[config.mk]
export PLATFORM = sky130hd
export DESIGN_NAME = line_tokenizer_three_words_core
export DESIGN_NICKNAME = d
export VERILOG_FILES = /design/src/hdl/ltw_pkg.sv /design/src/hdl/line_tokenizer_three_words_core.sv /design/src/hdl/ltw_ram.sv /design/src/hdl/ltw_front.sv /design/src/hdl/ltw_job_queue.sv /design/src/hdl/ltw_back.sv
export SDC_FILE = /design/constraint.sdc
export NUM_CORES = 1
export LEC_CHECK = 0
export BUFFER_PORTS_ARGS = -buffer_cell sky130_fd_sc_hd__buf_2
export CORE_MARGIN = 5
export CORE_UTILIZATION = 52
export DETAILED_ROUTE_END_ITERATION = 12
export PLACE_DENSITY = 0.7
export SLEW_MARGIN = 40
export SYNTH_ARGS = -nofsm -noshare
export SYNTH_HDL_FRONTEND = slang
export SYNTH_SLANG_ARGS = --single-unit
[constraint.sdc]
create_clock -name clk -period 8.7 [get_ports clk]
set_input_delay 0.435 -clock clk [delete_from_list [all_inputs] [get_ports clk]]
set_output_delay 0.435 -clock clk [all_outputs]
set_load 0.05 [all_outputs]
[src/hdl/ltw_pkg.sv]
package ltw_pkg;

	// default longest stored word
	localparam int MAX_WORD_LEN_DEF = 31;
	// width of a word length, covers a longest word of up to 31
	localparam int LEN_W = 5;

	localparam logic [7:0] CH_NUL   = 8'h00;
	localparam logic [7:0] CH_TAB   = 8'h09;
	localparam logic [7:0] CH_CR    = 8'h0D;
	localparam logic [7:0] CH_SPACE = 8'h20;
	localparam logic [7:0] CH_PLUS  = 8'h2B;
	localparam logic [7:0] CH_MINUS = 8'h2D;
	localparam logic [7:0] CH_SLASH = 8'h2F;
	localparam logic [7:0] CH_ZERO  = 8'h30;
	localparam logic [7:0] CH_NINE  = 8'h39;

	localparam int          RADIX   = 10;
	localparam logic [31:0] INT_TOP = 32'h7FFF_FFFF;
	localparam logic [31:0] NEG_TOP = 32'h8000_0000;
	localparam logic [31:0] MAG_SAT = 32'hFFFF_FFFF;

	typedef enum logic [1:0] {
		KIND_CMD,
		KIND_ARG,
		KIND_SUM
	} kind_t;

	typedef enum logic [2:0] {
		ST_OK,
		ST_NON_ASCII,
		ST_TOO_MANY,
		ST_TOO_LONG,
		ST_NOT_INT,
		ST_RANGE,
		ST_NEGATIVE
	} status_t;

	typedef enum logic [1:0] {
		SIGN_NONE,
		SIGN_PLUS,
		SIGN_MINUS
	} sign_t;

	typedef enum logic [1:0] {
		BK_IDLE,
		BK_READ,
		BK_WAIT,
		BK_SUM
	} back_state_t;

	typedef struct packed {
		logic [7:0] char_byte;
		logic       end_of_line;
	} in_item_t;

	typedef struct packed {
		kind_t       kind;
		logic [6:0]  char_out;
		status_t     status;
		logic [1:0]  word_count;
		logic [30:0] number;
		logic        last;
	} out_item_t;

	// one finished line waiting for emission
	typedef struct packed {
		logic             bank;
		logic [LEN_W-1:0] cmd_len;
		logic [LEN_W-1:0] arg_len;
		status_t          status;
		logic [1:0]       word_count;
		logic [30:0]      number;
	} job_t;

endpackage

[src/hdl/line_tokenizer_three_words_core.sv]
// line tokenizer: bytes of a text line go in one item each, then an end-of-line item.
// text from the first "//" or a zero byte on is dropped, the rest is split at
// whitespace into up to three words; the first two come out character by character
// (kind 0, then kind 1) followed by one summary item with status, word count and the
// third word parsed as a non-negative 32-bit integer; a line with an error yields
// only its summary. the front takes one byte per cycle while push does not see full; a
// '/' that does not start a comment is handled with the item after it, which is then
// replayed, and the end-of-line item closes the line. the back picks up a finished
// line, then emits each stored character by a ram read then the output register,
// and the summary after the last character. the word ram is split into two banks,
// so the front fills the next line while the back empties the last one; push sees
// full while two finished lines are waiting and while the item that followed a
// lone '/' is replayed
module line_tokenizer_three_words_core #(
	parameter int MAX_WORD_LEN = ltw_pkg::MAX_WORD_LEN_DEF
) (
	input  logic               clk,
	input  logic               arst_n,
	input  ltw_pkg::in_item_t  char_item,
	input  logic               push,
	output logic               full,
	output ltw_pkg::out_item_t result,
	output logic               empty,
	input  logic               pop
);

	import ltw_pkg::*;

	// ram address is {bank, word select, char index}
	localparam int IdxW  = $clog2(MAX_WORD_LEN);
	localparam int AddrW = IdxW + 2;
	localparam int Depth = 4 << IdxW;

	// front to queue
	logic job_push, queue_full;
	job_t push_job;

	// queue to back
	logic job_valid, job_pop;
	job_t head_job;

	// word ram ports
	logic             wr_en, rd_en;
	logic [AddrW-1:0] wr_addr, rd_addr;
	logic [6:0]       wr_data, rd_data;

	// classify bytes, track words, parse the number, store word characters
	ltw_front #(
		.MAX_WORD_LEN(MAX_WORD_LEN)
	) u_front (
		.clk       (clk),
		.arst_n    (arst_n),
		.char_item (char_item),
		.push      (push),
		.full      (full),
		.queue_full(queue_full),
		.job_push  (job_push),
		.job       (push_job),
		.wr_en     (wr_en),
		.wr_addr   (wr_addr),
		.wr_data   (wr_data)
	);

	// two finished lines at most, one per ram bank
	ltw_job_queue u_queue (
		.clk     (clk),
		.arst_n  (arst_n),
		.push    (job_push),
		.push_job(push_job),
		.full    (queue_full),
		.pop     (job_pop),
		.valid   (job_valid),
		.head    (head_job)
	);

	// command and argument characters for both banks
	ltw_ram #(
		.WIDTH(7),
		.DEPTH(Depth)
	) u_word_ram (
		.clk    (clk),
		.wr_en  (wr_en),
		.wr_addr(wr_addr),
		.wr_data(wr_data),
		.rd_en  (rd_en),
		.rd_addr(rd_addr),
		.rd_data(rd_data)
	);

	// read the words back and emit them, then the summary
	ltw_back #(
		.MAX_WORD_LEN(MAX_WORD_LEN)
	) u_back (
		.clk      (clk),
		.arst_n   (arst_n),
		.job_valid(job_valid),
		.job      (head_job),
		.job_pop  (job_pop),
		.rd_en    (rd_en),
		.rd_addr  (rd_addr),
		.rd_data  (rd_data),
		.result   (result),
		.empty    (empty),
		.pop      (pop)
	);

endmodule

[src/hdl/ltw_ram.sv]
module ltw_ram #(
	parameter int WIDTH = 7,
	parameter int DEPTH = 128,
	localparam int AddrW = $clog2(DEPTH)
) (
	input  logic             clk,
	input  logic             wr_en,
	input  logic [AddrW-1:0] wr_addr,
	input  logic [WIDTH-1:0] wr_data,
	input  logic             rd_en,
	input  logic [AddrW-1:0] rd_addr,
	output logic [WIDTH-1:0] rd_data
);

	logic [WIDTH-1:0] mem [DEPTH];

	always_ff @(posedge clk) begin
		if (wr_en) begin
			mem[wr_addr] <= wr_data;
		end
		if (rd_en) begin
			rd_data <= mem[rd_addr];
		end
	end

endmodule

[src/hdl/ltw_front.sv]
module ltw_front #(
	parameter int MAX_WORD_LEN = ltw_pkg::MAX_WORD_LEN_DEF,
	localparam int IdxW = $clog2(MAX_WORD_LEN),
	localparam int AddrW = IdxW + 2
) (
	input  logic             clk,
	input  logic             arst_n,
	input  ltw_pkg::in_item_t char_item,
	input  logic             push,
	output logic             full,
	input  logic             queue_full,
	output logic             job_push,
	output ltw_pkg::job_t    job,
	output logic             wr_en,
	output logic [AddrW-1:0] wr_addr,
	output logic [6:0]       wr_data
);

	import ltw_pkg::*;

	// line state
	logic             bank_q, bank_d;
	logic [LEN_W-1:0] cmd_len_q, cmd_len_d;
	logic [LEN_W-1:0] arg_len_q, arg_len_d;
	logic [2:0]       words_q, words_d;
	logic             in_word_q, in_word_d;
	logic             slash_q, slash_d;
	logic             ended_q, ended_d;
	logic             err_ascii_q, err_ascii_d;
	logic             err_many_q, err_many_d;
	logic             err_long_q, err_long_d;
	logic             err_notint_q, err_notint_d;
	sign_t            sign_q, sign_d;
	logic             digits_q, digits_d;
	logic [31:0]      mag_q, mag_d;

	// byte held back after a lone slash
	logic             replay_valid_q;
	in_item_t         replay_q;

	logic       take, op_valid, set_replay, do_content, do_line_end;
	in_item_t   op;
	logic [7:0] cc;
	logic       space, first;
	logic [2:0] w_new;
	logic [35:0] mag_next;
	status_t    status;
	logic [30:0] number;

	assign full     = replay_valid_q || queue_full;
	assign take     = push && !full;
	assign op_valid = replay_valid_q || take;
	assign op       = replay_valid_q ? replay_q : char_item;

	// route the item: comment start, zero byte, held slash, line end
	always_comb begin
		cc          = op.char_byte;
		do_content  = 1'b0;
		set_replay  = 1'b0;
		do_line_end = 1'b0;
		slash_d     = slash_q;
		ended_d     = ended_q;
		if (op_valid) begin
			if (!op.end_of_line) begin
				if (!ended_q) begin
					if (slash_q) begin
						slash_d = 1'b0;
						if (op.char_byte == CH_SLASH) begin
							ended_d = 1'b1;
						end else begin
							cc         = CH_SLASH;
							do_content = 1'b1;
							set_replay = 1'b1;
						end
					end else if (op.char_byte == CH_NUL) begin
						ended_d = 1'b1;
					end else if (op.char_byte == CH_SLASH) begin
						slash_d = 1'b1;
					end else begin
						do_content = 1'b1;
					end
				end
			end else if (slash_q && !ended_q) begin
				slash_d    = 1'b0;
				cc         = CH_SLASH;
				do_content = 1'b1;
				set_replay = 1'b1;
			end else begin
				do_line_end = 1'b1;
			end
		end
	end

	assign space    = (cc == CH_SPACE) || (cc inside {[CH_TAB:CH_CR]});
	assign first    = !in_word_q;
	assign w_new    = (first && words_q < 3'd4) ? words_q + 3'd1 : words_q;
	assign mag_next = 36'(mag_q) * 36'(RADIX) + 36'(cc - CH_ZERO);

	// at most one content character per cycle; line end clears the line state and flips the bank
	always_comb begin
		bank_d       = bank_q;
		cmd_len_d    = cmd_len_q;
		arg_len_d    = arg_len_q;
		words_d      = words_q;
		in_word_d    = in_word_q;
		err_ascii_d  = err_ascii_q;
		err_many_d   = err_many_q;
		err_long_d   = err_long_q;
		err_notint_d = err_notint_q;
		sign_d       = sign_q;
		digits_d     = digits_q;
		mag_d        = mag_q;
		wr_en        = 1'b0;
		wr_addr      = {bank_q, 1'b0, cmd_len_q[IdxW-1:0]};
		wr_data      = cc[6:0];
		if (do_content) begin
			if (cc[7]) begin
				err_ascii_d = 1'b1;
			end
			if (space) begin
				in_word_d = 1'b0;
			end else begin
				in_word_d = 1'b1;
				words_d   = w_new;
				if (first && w_new == 3'd4) begin
					err_many_d = 1'b1;
				end
				if (!cc[7]) begin
					case (w_new)
						3'd1: begin
							if (cmd_len_q >= LEN_W'(MAX_WORD_LEN)) begin
								err_long_d = 1'b1;
							end else begin
								wr_en     = 1'b1;
								cmd_len_d = cmd_len_q + LEN_W'(1);
							end
						end
						3'd2: begin
							wr_addr = {bank_q, 1'b1, arg_len_q[IdxW-1:0]};
							if (arg_len_q >= LEN_W'(MAX_WORD_LEN)) begin
								err_long_d = 1'b1;
							end else begin
								wr_en     = 1'b1;
								arg_len_d = arg_len_q + LEN_W'(1);
							end
						end
						3'd3: begin
							if (first && (cc == CH_PLUS || cc == CH_MINUS)) begin
								sign_d = (cc == CH_PLUS) ? SIGN_PLUS : SIGN_MINUS;
							end else if (cc inside {[CH_ZERO:CH_NINE]}) begin
								mag_d    = (mag_next[35:32] != 4'd0) ? MAG_SAT : mag_next[31:0];
								digits_d = 1'b1;
							end else begin
								err_notint_d = 1'b1;
							end
						end
						default: begin
						end
					endcase
				end
			end
		end else if (do_line_end) begin
			bank_d       = !bank_q;
			cmd_len_d    = '0;
			arg_len_d    = '0;
			words_d      = '0;
			in_word_d    = 1'b0;
			err_ascii_d  = 1'b0;
			err_many_d   = 1'b0;
			err_long_d   = 1'b0;
			err_notint_d = 1'b0;
			sign_d       = SIGN_NONE;
			digits_d     = 1'b0;
			mag_d        = '0;
		end
	end

	// line summary, errors ranked non-ascii, too many words, too long, not an integer, range, negative
	always_comb begin
		status = ST_OK;
		number = '0;
		if (err_ascii_q) begin
			status = ST_NON_ASCII;
		end else if (err_many_q) begin
			status = ST_TOO_MANY;
		end else if (err_long_q) begin
			status = ST_TOO_LONG;
		end else if (words_q == 3'd3) begin
			if (err_notint_q || !digits_q) begin
				status = ST_NOT_INT;
			end else if (sign_q == SIGN_MINUS) begin
				if (mag_q > NEG_TOP) begin
					status = ST_RANGE;
				end else if (mag_q != '0) begin
					status = ST_NEGATIVE;
				end
			end else if (mag_q > INT_TOP) begin
				status = ST_RANGE;
			end else begin
				number = mag_q[30:0];
			end
		end
	end

	assign job_push       = do_line_end;
	assign job.bank       = bank_q;
	assign job.cmd_len    = (status == ST_OK) ? cmd_len_q : '0;
	assign job.arg_len    = (status == ST_OK) ? arg_len_q : '0;
	assign job.status     = status;
	assign job.word_count = (words_q > 3'd3) ? 2'd3 : words_q[1:0];
	assign job.number     = number;

	always_ff @(posedge clk or negedge arst_n) begin
		if (!arst_n) begin
			bank_q         <= 1'b0;
			cmd_len_q      <= '0;
			arg_len_q      <= '0;
			words_q        <= '0;
			in_word_q      <= 1'b0;
			slash_q        <= 1'b0;
			ended_q        <= 1'b0;
			err_ascii_q    <= 1'b0;
			err_many_q     <= 1'b0;
			err_long_q     <= 1'b0;
			err_notint_q   <= 1'b0;
			sign_q         <= SIGN_NONE;
			digits_q       <= 1'b0;
			mag_q          <= '0;
			replay_valid_q <= 1'b0;
		end else begin
			bank_q         <= bank_d;
			cmd_len_q      <= cmd_len_d;
			arg_len_q      <= arg_len_d;
			words_q        <= words_d;
			in_word_q      <= in_word_d;
			slash_q        <= do_line_end ? 1'b0 : slash_d;
			ended_q        <= do_line_end ? 1'b0 : ended_d;
			err_ascii_q    <= err_ascii_d;
			err_many_q     <= err_many_d;
			err_long_q     <= err_long_d;
			err_notint_q   <= err_notint_d;
			sign_q         <= sign_d;
			digits_q       <= digits_d;
			mag_q          <= mag_d;
			replay_valid_q <= set_replay;
		end
	end

	always_ff @(posedge clk) begin
		if (set_replay) begin
			replay_q <= op;
		end
	end

	a_replay_no_slash: assert property (@(posedge clk) disable iff (!arst_n)
		replay_valid_q |-> !slash_q)
		else $error("held byte replayed while a slash is still pending");

endmodule

[src/hdl/ltw_job_queue.sv]
module ltw_job_queue (
	input  logic          clk,
	input  logic          arst_n,
	input  logic          push,
	input  ltw_pkg::job_t push_job,
	output logic          full,
	input  logic          pop,
	output logic          valid,
	output ltw_pkg::job_t head
);

	import ltw_pkg::*;

	job_t       entry_q [2];
	logic       wr_ptr_q, rd_ptr_q;
	logic [1:0] count_q;

	assign full  = (count_q == 2'd2);
	assign valid = (count_q != 2'd0);
	assign head  = entry_q[rd_ptr_q];

	always_ff @(posedge clk or negedge arst_n) begin
		if (!arst_n) begin
			wr_ptr_q <= 1'b0;
			rd_ptr_q <= 1'b0;
			count_q  <= '0;
		end else begin
			if (push) begin
				wr_ptr_q <= !wr_ptr_q;
			end
			if (pop) begin
				rd_ptr_q <= !rd_ptr_q;
			end
			case ({push, pop})
				2'b10:   count_q <= count_q + 2'd1;
				2'b01:   count_q <= count_q - 2'd1;
				default: count_q <= count_q;
			endcase
		end
	end

	always_ff @(posedge clk) begin
		if (push) begin
			entry_q[wr_ptr_q] <= push_job;
		end
	end

	a_no_overflow: assert property (@(posedge clk) disable iff (!arst_n)
		push |-> !full)
		else $error("line job pushed into a full queue");

	a_no_underflow: assert property (@(posedge clk) disable iff (!arst_n)
		pop |-> valid)
		else $error("line job popped from an empty queue");

endmodule

[src/hdl/ltw_back.sv]
module ltw_back #(
	parameter int MAX_WORD_LEN = ltw_pkg::MAX_WORD_LEN_DEF,
	localparam int IdxW = $clog2(MAX_WORD_LEN),
	localparam int AddrW = IdxW + 2
) (
	input  logic               clk,
	input  logic               arst_n,
	input  logic               job_valid,
	input  ltw_pkg::job_t      job,
	output logic               job_pop,
	output logic               rd_en,
	output logic [AddrW-1:0]   rd_addr,
	input  logic [6:0]         rd_data,
	output ltw_pkg::out_item_t result,
	output logic               empty,
	input  logic               pop
);

	import ltw_pkg::*;

	back_state_t      state_q, state_d;
	logic             sel_q, sel_d;
	logic [LEN_W-1:0] idx_q, idx_d, idx_inc, cur_len;
	out_item_t        out_q;
	logic             out_valid_q;
	logic             slot_free, load_char, load_sum;

	assign slot_free = !out_valid_q || pop;
	assign idx_inc   = idx_q + LEN_W'(1);
	assign cur_len   = sel_q ? job.arg_len : job.cmd_len;
	assign rd_addr   = {job.bank, sel_q, idx_q[IdxW-1:0]};
	assign result    = out_q;
	assign empty     = !out_valid_q;

	always_ff @(posedge clk or negedge arst_n) begin
		if (!arst_n) begin
			state_q <= BK_IDLE;
			sel_q   <= 1'b0;
			idx_q   <= '0;
		end else begin
			state_q <= state_d;
			sel_q   <= sel_d;
			idx_q   <= idx_d;
		end
	end

	// command characters, then argument characters, then the summary
	always_comb begin
		state_d   = state_q;
		sel_d     = sel_q;
		idx_d     = idx_q;
		rd_en     = 1'b0;
		load_char = 1'b0;
		load_sum  = 1'b0;
		job_pop   = 1'b0;
		case (state_q)
			BK_IDLE: begin
				if (job_valid) begin
					idx_d = '0;
					if (job.cmd_len != '0) begin
						sel_d   = 1'b0;
						state_d = BK_READ;
					end else if (job.arg_len != '0) begin
						sel_d   = 1'b1;
						state_d = BK_READ;
					end else begin
						state_d = BK_SUM;
					end
				end
			end
			BK_READ: begin
				rd_en   = 1'b1;
				state_d = BK_WAIT;
			end
			BK_WAIT: begin
				if (slot_free) begin
					load_char = 1'b1;
					idx_d     = idx_inc;
					state_d   = BK_READ;
					if (idx_inc == cur_len) begin
						if (!sel_q && job.arg_len != '0) begin
							sel_d = 1'b1;
							idx_d = '0;
						end else begin
							state_d = BK_SUM;
						end
					end
				end
			end
			BK_SUM: begin
				if (slot_free) begin
					load_sum = 1'b1;
					job_pop  = 1'b1;
					state_d  = BK_IDLE;
				end
			end
			default: begin
				state_d = BK_IDLE;
			end
		endcase
	end

	always_ff @(posedge clk or negedge arst_n) begin
		if (!arst_n) begin
			out_valid_q <= 1'b0;
		end else if (load_char || load_sum) begin
			out_valid_q <= 1'b1;
		end else if (pop) begin
			out_valid_q <= 1'b0;
		end
	end

	always_ff @(posedge clk) begin
		if (load_char) begin
			out_q.kind       <= sel_q ? KIND_ARG : KIND_CMD;
			out_q.char_out   <= rd_data;
			out_q.status     <= ST_OK;
			out_q.word_count <= '0;
			out_q.number     <= '0;
			out_q.last       <= 1'b0;
		end else if (load_sum) begin
			out_q.kind       <= KIND_SUM;
			out_q.char_out   <= '0;
			out_q.status     <= job.status;
			out_q.word_count <= job.word_count;
			out_q.number     <= job.number;
			out_q.last       <= 1'b1;
		end
	end

	a_busy_has_job: assert property (@(posedge clk) disable iff (!arst_n)
		state_q != BK_IDLE |-> job_valid)
		else $error("emission running without a queued line");

endmodule

==> flow_metrics.tcl <==
set metrics [dict create \
    status "completed" \
    core_um2 93300 \
    crit_type "reg2reg" \
    yosys-top-cells-area "edfxtp_1 62%, mux4_2 14%, dfrtp_1 3.6%" \
    synth_area_leader_cell "edfxtp_1" \
    synth_cells 2886 \
    startpoint_type "register" \
    area_delta_synth_final_pct 11.5 \
    max_slew_margin_pct 42.0 \
    avgSynthCellArea_um2 16.9 \
    post_cts_buffers 0 \
    clock-sinks 1122 \
    ctsResizeCount 0 \
    cpPeakStageDelay_ns 0.64 \
    reg2reg_slack_ns 1.99 \
    hold_viol 0 \
    critical_path_arrival_ns 7.24 \
    io_pins 61 \
    power_leakage_uw 0.0180 \
    yosys-top-cells-count "1015 x edfxtp_1, 299 x mux4_2, 206 x nor2_1" \
    rsz0062_at_grt "no" \
    min_period_over_period_pct 77.1 \
    fin_nets 3068 \
    rows 112 \
    yosysWarnings 0 \
    drive_gt1_share_pct 21.2 \
    vdd_drop_max_uv 180 \
    track_usage_pct 23.1 \
    fill_cells 6890 \
    cts_inserted_buffers 109 \
    yosys_register_bits 1122 \
    worst_pin_slew_ns 0.869 \
    dpl.hpwl_um 74400 \
    grt_remaining_overflow 0 \
    setup_violations 0 \
    register_area_um2 33000 \
    start_util_pct 52.3 \
    yosysSeqAreaShare_pct 67.5 \
    skew_ns 0.0441 \
    multi_input_area_um2 15200 \
    clk-insertion-delay-late_ns 0.71 \
    netlist_area_um2 48800 \
    wl_per_cell_um 26.6 \
    setup_tns_ns 0 \
    power_density_nw_per_um2 308 \
    dieArea_um2 100000 \
    clk_pin_slew_ns 0.06 \
    crit_chain "a21o_1, nand2_1, nand2_1, inv_4, ha_1, nor2b_1, a32oi_4, clkinv_2, ha_1, a21oi_1, o22ai_1, a32o_1, a211oi_1, o32ai_1, a41o_1, mux2i_1, xor2_2, nor3_4, buf_6, a221oi_1" \
    grt_max_degree 88 \
    grt_antenna_before_repair 1 \
    fin_util_pct 58.3 \
    fp.dieH_um 316 \
    synth_edf_count 1015 \
    holdBufCountCts 1 \
    cts_max_level 3 \
    ant_nets 0 \
    cp-end-kind "register" \
    grt_pass1_wl_um 174000 \
    die_w_um 316 \
    ys_types 105 \
    period_minus_slack_ns 6.71 \
    crit_path_max_fanout 51 \
    fin_ws_ns 1.99 \
    synth_most_common_cell "edfxtp_1" \
    fmax_ghz 0.149 \
    synth_top_area_share_pct 62.4 \
    via_count 27100 \
    min_path_type "in2reg" \
    slew_viol_final 0 \
    critPathSlowestCell "dfrtp_1" \
    tritoncts "done" \
    port_buffers 60 \
    drt_iter0_drc 3130 \
    drc_errors 0 \
    dp_worst_setup_slack_ns 2.14 \
    worst-endpoint-required_ns 9.23 \
    drtPass1Iterations 6 \
    ys.flop_type "edfxtp_1" \
    grt_pass1_vias 26800 \
    cts-root-buf "clkbuf_16" \
    routabilityCongestion 0.914 \
    clockBufferDepth 3 \
    synth_async_sr_flop_share_pct 6.24 \
    maxCapViolations 0 \
    vias_per_cell 6.29 \
    postRouteWirelength_um 115000 \
]
## area by class of cell
class / instances / area share (%)
clock inverter: 71 / 1.46
antenna: 1 / 0.00460
timing repair buffer: 98 / 1.28
clock buffer: 136 / 5.35
tap: 1254 / 2.88
sequential: 1122 / 60.6
inverter: 58 / 0.421
multi-input combinational: 1576 / 28.0
## worst paths after layout
check,cells after the start,endpoint,start
setup reg to reg,20,u_front.mag_q[0],u_front.replay_valid_q
min in group asynchronous,2,u_front.mag_q[31],arst_n
hold reg to reg,2,u_back.result[0],u_back.result[0]
max in group asynchronous,2,u_back.idx_q[0],arst_n
setup / recovery,20,u_front.mag_q[0],u_front.replay_valid_q
hold / removal,3,u_back.out_valid_q,pop
## registers in the layout, summed over array words and instances, names as in the netlist, 3 cells and up
register,flops
u_front.replay_q,9
u_front.mag_q,32
u_front.arg_len_q,5
u_back.idx_q,5
u_word_ram.mem,896
u_front.words_q,3
u_back.result,46
u_word_ram.rd_data,7
u_front.cmd_len_q,5
u_queue.entry_q,94
## critical path, delay by kind of cell (launching register included)
family	cells	cell delay, ns
DFF	1	0.64
AOI/OAI and AO/OA	9	2.24
xor gates and xnor gates	1	0.15
adders and majority gates	2	0.82
buffers and inverters	3	0.99
muxes	1	0.24
and+or+nand+nor	4	1.48
## metrics by stage
step / std cells / power, µW / hold slack, ns / instance area [µm²]
2_1_floorplan: 2913 / 10500 / 0.139 / 48900
3_3_place_gp: 4102 / 11900 / 0.432 / 50500
3_5_place_dp: 4106 / 12000 / 0.435 / 50700
4_1_cts: 4314 / 16800 / 0.0866 / 54400
5_1_grt: 4315 / 17500 / 0.117 / 54400
6_report: 4316 / 16800 / 0.117 / 54400
## power by group
| part | total [µW] | leakage [µW] | switching, µW | internal (µW) |
|---|---|---|---|---|
| registers | 6530 | 0.0104 | 341 | 6190 |
| clock network | 4820 | 0.00178 | 2050 | 2780 |
| logic | 5410 | 0.00581 | 3230 | 2180 |
| total | 16800 | 0.0180 | 5610 | 11100 |
## kinds of logic (layout without fill, tap and decap cells)
kind of cell	Yosys count	in the layout	synth area share, %
AOI/OAI and AO/OA	405	405	5.67
xor gates and xnor gates	76	76	1.45
adders and majority gates	93	93	2.40
buffers and inverters	215	363	1.74
DFF	1122	1122	67.5
muxes	364	364	15.2
other	1	29	0.00768
and+or+nand+nor	610	610	6.05
## per-layer routing
metal	wire, µm	global-route usage [%]
met1	47700	33.5
met2	56000	37.3
met3	8660	4.00
met4	2600	5.63
met5	0	0
## layout by cell type, fill, tap and decap left out, types with 14 or more instances in the layout
| cell type | instances |
|---|---|
| edfxtp_1 | 1015 |
| mux4_2 | 299 |
| nor2_1 | 193 |
| nand2_1 | 147 |
| clkbuf_16 | 110 |
| a21oi_1 | 106 |
| ha_1 | 88 |
| dfrtp_1 | 65 |
| o21ai_0 | 64 |
| buf_2 | 59 |
| inv_1 | 51 |
| mux2i_1 | 50 |
| and2_1 | 49 |
| xnor2_1 | 45 |
| o31ai_1 | 44 |
| dfxtp_1 | 37 |
| conb_1 | 28 |
| xor2_1 | 26 |
| clkinv_1 | 25 |
| nand3_1 | 25 |
| nor3_1 | 24 |
| buf_4 | 23 |
| nand2b_1 | 22 |
| and3_1 | 22 |
| a31oi_1 | 22 |
| a21o_1 | 20 |
| nand4_1 | 20 |
| clkbuf_1 | 20 |
| nor2b_1 | 16 |
| clkinv_2 | 16 |
| a211oi_1 | 16 |
| mux2_2 | 14 |
| o211ai_1 | 14 |
Note: power is estimated with default switching activity, not from simulation.
